`config.mk`:
```
export PLATFORM = sky130hd
export DESIGN_NAME = bounded_deque_engine
export DESIGN_NICKNAME = d
export VERILOG_FILES = /design/src/rtl/bde_pkg.sv /design/src/rtl/bounded_deque_engine.sv /design/src/rtl/bde_ctrl.sv /design/src/rtl/bde_dpath.sv
export VERILOG_INCLUDE_DIRS = /design/src /design/src/rtl
export SDC_FILE = /design/constraint.sdc
export NUM_CORES = 1
export LEC_CHECK = 0
export ABC_AREA = 1
export BUFFER_PORTS_ARGS = -buffer_cell sky130_fd_sc_hd__buf_2
export CAP_MARGIN = 30
export CORE_AREA = 2 2 360 326
export DETAILED_ROUTE_END_ITERATION = 10
export DIE_AREA = 0 0 362 328
export GPL_TIMING_DRIVEN = 0
export PLACE_DENSITY = 0.65
export SLEW_MARGIN = 30
export SYNTH_ARGS = -nofsm -noshare
export SYNTH_HDL_FRONTEND = slang
export SYNTH_SLANG_ARGS = --single-unit
```
`constraint.sdc`:
```
create_clock -name clk_i -period 10.4 [get_ports clk_i]
set_input_delay 0 -clock clk_i [delete_from_list [all_inputs] [get_ports clk_i]]
set_output_delay 0 -clock clk_i [all_outputs]
set_load 0.02 [all_outputs]
```
`src/rtl/bounded_deque_engine_defines.svh`:
```
// Assertion macros shared by the deque engine RTL.
// Include-only header; depends on nothing.
`ifndef BOUNDED_DEQUE_ENGINE_DEFINES_SVH
`define BOUNDED_DEQUE_ENGINE_DEFINES_SVH

// same-cycle implication, disabled in reset
`define BDE_ASSERT_SAME(lbl, clk, rst_n, ante, cons, msg) \
  lbl: assert property (@(posedge clk) disable iff (!rst_n) (ante) |-> (cons)) else $error(msg);

// next-cycle implication, disabled in reset
`define BDE_ASSERT_NEXT(lbl, clk, rst_n, ante, cons, msg) \
  lbl: assert property (@(posedge clk) disable iff (!rst_n) (ante) |=> (cons)) else $error(msg);

`endif

```
`src/rtl/bde_pkg.sv`:
```
// Types and codes for the bounded deque engine.
// Used by bde_ctrl, bde_dpath and bounded_deque_engine; no dependencies.
package bde_pkg;

  localparam logic [2:0] FUNC_PUSH_FRONT = 3'd0;
  localparam logic [2:0] FUNC_PUSH_BACK  = 3'd1;
  localparam logic [2:0] FUNC_POP_FRONT  = 3'd2;
  localparam logic [2:0] FUNC_POP_BACK   = 3'd3;
  localparam logic [2:0] FUNC_PEEK_FRONT = 3'd4;
  localparam logic [2:0] FUNC_PEEK_BACK  = 3'd5;
  localparam logic [2:0] FUNC_REVERSE    = 3'd6;

  localparam logic [1:0] ST_OK    = 2'd0;
  localparam logic [1:0] ST_EMPTY = 2'd1;
  localparam logic [1:0] ST_FULL  = 2'd2;

  typedef struct packed {
    logic [2:0]  func;
    logic [63:0] item_value;
  } in_item_t;

  typedef struct packed {
    logic [63:0] read_value;
    logic [4:0]  entry_count;
    logic        is_empty;
    logic [1:0]  status;
  } out_item_t;

  typedef enum logic [1:0] {
    CTRL_IDLE,
    CTRL_MEM,
    CTRL_LOAD
  } ctrl_state_e;

  typedef struct packed {
    logic capture;
    logic mem_en;
    logic load_out;
  } ctrl_cmd_t;

endpackage

```
`src/rtl/bounded_deque_engine.sv`:
```
// Top level of the bounded deque engine: 64-bit double-ended queue in a ring store.
// Depends on bde_pkg, bde_ctrl and bde_dpath.
//
//   channel | valid       | stall        | beat
//   input   | in_valid_i  | in_stall_o   | in_data_i  (in_item_t)
//   output  | out_valid_o | out_stall_i  | out_data_o (out_item_t)
//
// Each operation runs as capture, one ring-store access, then result load.
// The ring store is single-port: one read or write per operation.
// The next beat is accepted while a finished result waits in the output register.
// A stalled output holds the engine in its load step until the result is taken.
// Reset clears head, count and direction; the ring store needs no clearing.
module bounded_deque_engine
  import bde_pkg::*;
#(
  parameter int unsigned DEPTH = 16
) (
  input  logic      clk_i,
  input  logic      rst_ni,
  input  logic      in_valid_i,
  output logic      in_stall_o,
  input  in_item_t  in_data_i,
  output logic      out_valid_o,
  input  logic      out_stall_i,
  output out_item_t out_data_o
);

  ctrl_cmd_t cmd;

  bde_ctrl u_ctrl (
    .clk_i       (clk_i),
    .rst_ni      (rst_ni),
    .in_valid_i  (in_valid_i),
    .in_stall_o  (in_stall_o),
    .out_valid_o (out_valid_o),
    .out_stall_i (out_stall_i),
    .cmd_o       (cmd)
  );

  bde_dpath #(
    .DEPTH (DEPTH)
  ) u_dpath (
    .clk_i      (clk_i),
    .rst_ni     (rst_ni),
    .cmd_i      (cmd),
    .in_data_i  (in_data_i),
    .out_data_o (out_data_o)
  );

endmodule

```
`src/rtl/bde_ctrl.sv`:
```
// Sequencer for the deque engine: input/output handshakes and datapath commands.
// Depends on bde_pkg and bounded_deque_engine_defines.svh.
`include "bounded_deque_engine_defines.svh"

module bde_ctrl
  import bde_pkg::*;
(
  input  logic      clk_i,
  input  logic      rst_ni,
  input  logic      in_valid_i,
  output logic      in_stall_o,
  output logic      out_valid_o,
  input  logic      out_stall_i,
  output ctrl_cmd_t cmd_o
);

  ctrl_state_e state_q, state_d;
  logic        out_valid_q, out_valid_d;
  logic        accept;
  logic        out_free;

  assign accept   = in_valid_i && (state_q == CTRL_IDLE);
  assign out_free = !out_valid_q || !out_stall_i;

  always_comb begin
    state_d = state_q;
    unique case (state_q)
      CTRL_IDLE: if (accept) state_d = CTRL_MEM;
      CTRL_MEM:  state_d = CTRL_LOAD;
      CTRL_LOAD: if (out_free) state_d = CTRL_IDLE;
      default:   state_d = CTRL_IDLE;
    endcase
  end

  always_comb begin
    cmd_o.capture  = accept;
    cmd_o.mem_en   = (state_q == CTRL_MEM);
    cmd_o.load_out = (state_q == CTRL_LOAD) && out_free;
    in_stall_o     = (state_q != CTRL_IDLE);
    out_valid_d    = cmd_o.load_out || (out_valid_q && out_stall_i);
  end

  always_ff @(posedge clk_i or negedge rst_ni) begin
    if (!rst_ni) begin
      state_q     <= CTRL_IDLE;
      out_valid_q <= 1'b0;
    end else begin
      state_q     <= state_d;
      out_valid_q <= out_valid_d;
    end
  end

  assign out_valid_o = out_valid_q;

  `BDE_ASSERT_NEXT(a_accept_to_mem, clk_i, rst_ni, in_valid_i && !in_stall_o, state_q == CTRL_MEM, "accepted beat did not start memory step")
  `BDE_ASSERT_NEXT(a_mem_to_load, clk_i, rst_ni, state_q == CTRL_MEM, state_q == CTRL_LOAD, "memory step not followed by load")
  `BDE_ASSERT_NEXT(a_load_waits, clk_i, rst_ni, state_q == CTRL_LOAD && out_valid_q && out_stall_i, state_q == CTRL_LOAD, "result overwrote a stalled beat")

endmodule

```
`src/rtl/bde_dpath.sv`:
```
// Datapath of the deque engine: ring store, head/count/direction state, result register.
// Depends on bde_pkg; driven by bde_ctrl commands.
module bde_dpath
  import bde_pkg::*;
#(
  parameter int unsigned DEPTH = 16
) (
  input  logic      clk_i,
  input  logic      rst_ni,
  input  ctrl_cmd_t cmd_i,
  input  in_item_t  in_data_i,
  output out_item_t out_data_o
);

  localparam int unsigned AW = $clog2(DEPTH);
  localparam int unsigned CW = $clog2(DEPTH + 1);
  localparam int unsigned SW = CW + 1;

  logic [63:0]   mem [DEPTH];

  logic [2:0]    func_q;
  logic [63:0]   value_q;
  logic [AW-1:0] head_q, head_d;
  logic [CW-1:0] occ_q, occ_d;
  logic          rev_q, rev_d;
  logic [63:0]   rdata_q;
  logic          peek_q, peek_d;
  logic [1:0]    status_q, status_d;
  out_item_t     out_q;

  logic          logical_front, phys_front;
  logic          full, empty;
  logic [AW-1:0] head_dec, head_inc;
  logic [SW-1:0] tail_raw, tail_wrap, last_raw, last_wrap;
  logic [AW-1:0] tail_slot, last_slot, slot;
  logic          we;
  logic [31:0]   occ_ext;

  always_ff @(posedge clk_i) begin
    if (cmd_i.capture) begin
      func_q  <= in_data_i.func;
      value_q <= in_data_i.item_value;
    end
  end

  always_comb begin
    logical_front = (func_q == FUNC_PUSH_FRONT) || (func_q == FUNC_POP_FRONT) ||
                    (func_q == FUNC_PEEK_FRONT);
    phys_front = logical_front ^ rev_q;
    full       = (occ_q == CW'(DEPTH));
    empty      = (occ_q == '0);
    head_dec   = (head_q == '0) ? AW'(DEPTH - 1) : head_q - AW'(1);
    head_inc   = (head_q == AW'(DEPTH - 1)) ? '0 : head_q + AW'(1);
    tail_raw   = SW'(head_q) + SW'(occ_q);
    tail_wrap  = (tail_raw >= SW'(DEPTH)) ? tail_raw - SW'(DEPTH) : tail_raw;
    tail_slot  = tail_wrap[AW-1:0];
    last_raw   = tail_raw - SW'(1);
    last_wrap  = (last_raw >= SW'(DEPTH)) ? last_raw - SW'(DEPTH) : last_raw;
    last_slot  = last_wrap[AW-1:0];
  end

  always_comb begin
    head_d   = head_q;
    occ_d    = occ_q;
    rev_d    = rev_q;
    status_d = ST_OK;
    peek_d   = 1'b0;
    we       = 1'b0;
    slot     = head_q;
    unique case (func_q)
      FUNC_PUSH_FRONT, FUNC_PUSH_BACK: begin
        if (full) begin
          status_d = ST_FULL;
        end else begin
          we    = 1'b1;
          occ_d = occ_q + CW'(1);
          if (phys_front) begin
            head_d = head_dec;
            slot   = head_dec;
          end else begin
            slot = tail_slot;
          end
        end
      end
      FUNC_POP_FRONT, FUNC_POP_BACK: begin
        if (empty) begin
          status_d = ST_EMPTY;
        end else begin
          occ_d = occ_q - CW'(1);
          if (phys_front) head_d = head_inc;
        end
      end
      FUNC_PEEK_FRONT, FUNC_PEEK_BACK: begin
        if (empty) begin
          status_d = ST_EMPTY;
        end else begin
          peek_d = 1'b1;
          slot   = phys_front ? head_q : last_slot;
        end
      end
      FUNC_REVERSE: begin
        if (empty) status_d = ST_EMPTY;
        else rev_d = ~rev_q;
      end
      default: ;
    endcase
  end

  always_ff @(posedge clk_i) begin
    if (cmd_i.mem_en) begin
      if (we) mem[slot] <= value_q;
      rdata_q  <= mem[slot];
      peek_q   <= peek_d;
      status_q <= status_d;
    end
  end

  always_ff @(posedge clk_i or negedge rst_ni) begin
    if (!rst_ni) begin
      head_q <= '0;
      occ_q  <= '0;
      rev_q  <= 1'b0;
    end else if (cmd_i.mem_en) begin
      head_q <= head_d;
      occ_q  <= occ_d;
      rev_q  <= rev_d;
    end
  end

  assign occ_ext = 32'(occ_q);

  always_ff @(posedge clk_i) begin
    if (cmd_i.load_out) begin
      out_q.read_value  <= peek_q ? rdata_q : '0;
      out_q.entry_count <= occ_ext[4:0];
      out_q.is_empty    <= (occ_q == '0);
      out_q.status      <= status_q;
    end
  end

  assign out_data_o = out_q;

endmodule
```
==> results.py <==
metrics = {
    "yosys": {
        "synth_top_family_by_area": "simple AND/OR/NAND/NOR gates",
        "synth_adder_area_share_pct": 0.297,
        "synth_compound_area_share_pct": 0.294,
        "synth-xor-area-share_pct": 0.204,
        "synthMuxAreaShare_pct": 0.0219,
        "synth_cells": 4707,
        "syn-num-nets": 4789,
        "synth_simple_gate_area_share_pct": 22.7,
        "synth_warnings": 0,
        "syn_avg_cell_area_sq_um": 10.9,
        "syn-cell-area_sq_um": 51400,
        "synth_cell_types": 31,
        "yosysSeqAreaShare_pct": 72.4,
        "synth_seq_cells": 1243,
    },
    "critical_path": {
        "r2r_start": "u_dpath.occ_q[0]",
        "crit_path_start": "u_dpath.occ_q[0]",
        "start_kind": "flip-flop",
        "crit_path_frequent_cell": "nand2_1",
        "crit_path_top_delay_cell": "nor2_4",
        "crit_path_end_kind": "flip-flop",
        "critical_path_class": "flip-flop to flip-flop",
        "max_stage_delay_ns": 0.61,
        "crit_path_cell_trace": "ha_1, fa_1, xor2_1, nor2_1, nand2_1, inv_1, nand2_1, nand2_1, nand2_1, nand2_1, nand2_1, nand2_1, nor2_1, buf_2, buf_2, inv_1, nor2_4, buf_16, buf_16",
        "worst-path-max-fanout": 18,
        "path_buf_inv": 6,
        "critPathArrivalTime_ns": 5.31,
        "worst_path_dominant_cell_family": "buffers and inverters",
        "cp.required_ns": 10.85,
    },
    "timing": {
        "rsz0062_at_grt": "no",
        "max_slew_margin_pct": 36.9,
        "final_max_slew_viol_count": 0,
        "fmax_ghz": 0.206,
        "period_share_pct": 46.7,
        "tightest_slew_ns": 0.946,
        "hold_viol_final": 0,
        "period_needed_ns": 4.85,
        "finalClockSkew_ns": 0.0272,
        "fin_ws_ns": 5.55,
        "setup_viol": 0,
    },
    "place": {
        "dpl.cell_count": 6415,
        "gp_congestion": 0.835,
        "dp.final_hpwl_um": 92000,
        "port_buffers": 144,
        "place_ws_ns": 5.65,
    },
    "final_layout": {
        "area_delta_synth_final_pct": 19.4,
        "regArea_sq_um": 37300,
        "nFillCells": 9574,
        "nets": 5268,
        "multi_input_area_sq_um": 12200,
        "fin_cells": 6781,
        "drive_above_1_share_pct": 10.6,
    },
    "power": {
        "power_frac_clock_pct": 26.9,
        "seq_power_share_pct": 37.5,
        "p_leak_nw": 25.3,
        "irDropWorstVdd_mv": 0.183,
        "power.switching_w": 0.00655,
        "intPower_w": 0.0103,
        "power_w": 0.0169,
        "power.share.switching_pct": 38.8,
        "p_comb_share_pct": 35.6,
        "cellPowerDensity_nw_per_um2": 275,
    },
    "global_routing": {
        "grt_overflow": 0,
        "grt_pass1_wl_um": 202000,
        "grtUsageTotal_pct": 22.6,
        "antenna_found_initial": 6,
        "grt_max_degree": 23,
        "grt_pass1_vias": 33500,
    },
    "die": {
        "core_sq_um": 115000,
        "start_util_pct": 44.8,
        "die_w_um": 362,
        "die_area_sq_um": 119000,
        "die_h_um": 328,
        "ios": 145,
        "rows": 118,
    },
    "detailed_routing": {
        "vias": 34700,
        "wire_per_inst_um": 19.8,
        "drt_iter0_drc": 3536,
        "first_pass_iters": 6,
        "vias_per_cell": 5.12,
        "antenna_left": 0,
        "drc": 0,
        "wl_um": 134000,
    },
    "clock_tree": {
        "cts_tree": "yes",
        "clockRootBuffer": "clkbuf_16",
        "post_cts_buffers": 0,
        "insertion_delay_ns": 0.77,
        "cts_buffer_depth": 3,
        "cts.repair.resized": 0,
        "cts_htree_levels": 4,
        "cts_sinks": 1243,
        "cts_buffers": 133,
        "path_clk_slew_ns": 0.06,
    },
    "flow_run": {
        "maxCapViolations": 0,
    },
    "min_path": {
        "min_path_type": "primary input to flip-flop",
        "min_from": "in_valid_i",
    },
    "outcome": {
        "status": "complete, no violations",
    },
}
==> cells by family after synthesis <==
kind of cell / Yosys count
buf+inv: 485
xor+xnor: 12
mux: 1
compound gates: 29
fa+ha+maj: 11
flops: 1243
simple gates: 2926
==> power by group through the flow <==
stage          Sequential, W  Combinational, W  Clock [W]
3_3_place_gp         0.00647           0.00567          0
4_1_cts              0.00633           0.00598    0.00462
6_report             0.00633           0.00601    0.00454
2_1_floorplan        0.00643           0.00363          0
3_5_place_dp         0.00643           0.00590          0
5_1_grt              0.00638           0.00665    0.00480
==> area by class of cell <==
cell class | instances | area share [%]
tap | 1500 | 3.06
sequential | 1243 | 60.7
clock inverter | 71 | 1.15
buffer | 262 | 2.05
clock buffer | 157 | 5.62
inverter | 223 | 1.36
multi-input combinational | 2979 | 19.9
timing repair buffer | 344 | 6.14
antenna | 2 | 0.00815
==> cell usage in the layout, fill, tap and decap left out, types with 4 or more instances in the layout <==
cell / n
a21oi_1: 11
buf_1: 15
buf_16: 57
buf_2: 236
buf_4: 30
buf_6: 5
buf_8: 4
bufinv_16: 8
clkbuf_1: 135
clkbuf_16: 134
clkbuf_2: 7
clkinv_1: 56
clkinv_2: 21
clkinvlp_4: 7
dfrtp_1: 13
dlygate4sd3_1: 136
edfxtp_1: 1230
ha_1: 9
inv_1: 185
inv_6: 6
nand2_1: 2341
nand3_1: 534
nor2_1: 22
nor2_4: 18
o21ai_0: 11
xnor2_1: 5
xor2_1: 7
==> worst register-to-register path, stage by stage (launching register included) <==
cell	delay [ns]
dfrtp_1	0.47
ha_1	0.28
fa_1	0.38
xor2_1	0.30
nor2_1	0.08
nand2_1	0.08
inv_1	0.04
nand2_1	0.05
nand2_1	0.05
nand2_1	0.05
nand2_1	0.04
nand2_1	0.15
nand2_1	0.09
nor2_1	0.22
buf_2	0.54
buf_2	0.41
inv_1	0.25
nor2_4	0.61
buf_16	0.25
buf_16	0.18
==> cell usage after synthesis (all sizes together) <==
library cell	instances	area, sq um
xnor2	5	43.8
clkinv	36	135
edfxtp	1230	36900
nand2	2343	8800
o21ai	14	70.1
inv	187	702
nor2	43	169
nand3	535	2680
nor3	1	5.00
nand4	1	6.26
xor2	7	61.3
clkbuf	120	452
nor4	1	6.26
dfrtp	13	325
a21oi	12	60.1
a31oi	1	6.26
mux2	1	11.3
fa	2	40.0
or2	2	12.5
o211ai	2	15.0
ha	9	113
buf	142	798
==> sequential cells by signal (all words and copies together), names as in the netlist <==
signal and flops:
u_dpath.status_q 2, u_ctrl.state_q 2, u_dpath.out_data_o 72, u_dpath.func_q 3, u_dpath.value_q 64, u_dpath.rev_q 1
u_dpath.head_q 4, u_dpath.rdata_q 64, u_dpath.peek_q 1, u_dpath.mem 1024, u_ctrl.out_valid_o 1, u_dpath.occ_q 5
==> repair_timing <==
action,in CTS,in global routing
hold buffers,136,0
endpoints found under the setup margin,0,0
endpoints found under the hold margin,159,0
==> final timing paths <==
path	to	slack, ns	depth (start not counted)
worst max-delay path	u_dpath.mem[13][27]	5.55	19
worst min register to register	u_dpath.out_data_o[1]	0.41	0
max in group asynchronous	u_dpath.head_q[1]	9.61	3
min in group asynchronous	u_ctrl.state_q[0]	0.38	3
worst max register to register	u_dpath.mem[13][27]	5.55	19
worst min-delay path	u_ctrl.state_q[0]	0.06	4
==> stage by stage <==
stage	TNS (ns)	hold WS (ns)	util (%)	cell area (sq um)
after detailed placement	0	-0.0880	48.7	55900
after CTS	0	0.0363	53.5	61400
after global placement	-2674.38	-0.0874	47.1	54000
after floorplan	0	-0.296	-	51400
final	0	0.0603	53.5	61400
after global routing	0	0.0595	53.5	61400
==> per-layer routing <==
| metal | up-vias | GRT usage [%] | wire [um] |
|---|---|---|---|
| li1 | 16600 | - | - |
| met1 | 16500 | 31.6 | 58100 |
| met2 | 1394 | 35.7 | 60600 |
| met3 | 220 | 4.42 | 11500 |
| met4 | 2 | 7.84 | 3960 |
| met5 | - | 0 | 10 |
No activity file was read; power rests on OpenSTA's default activity.
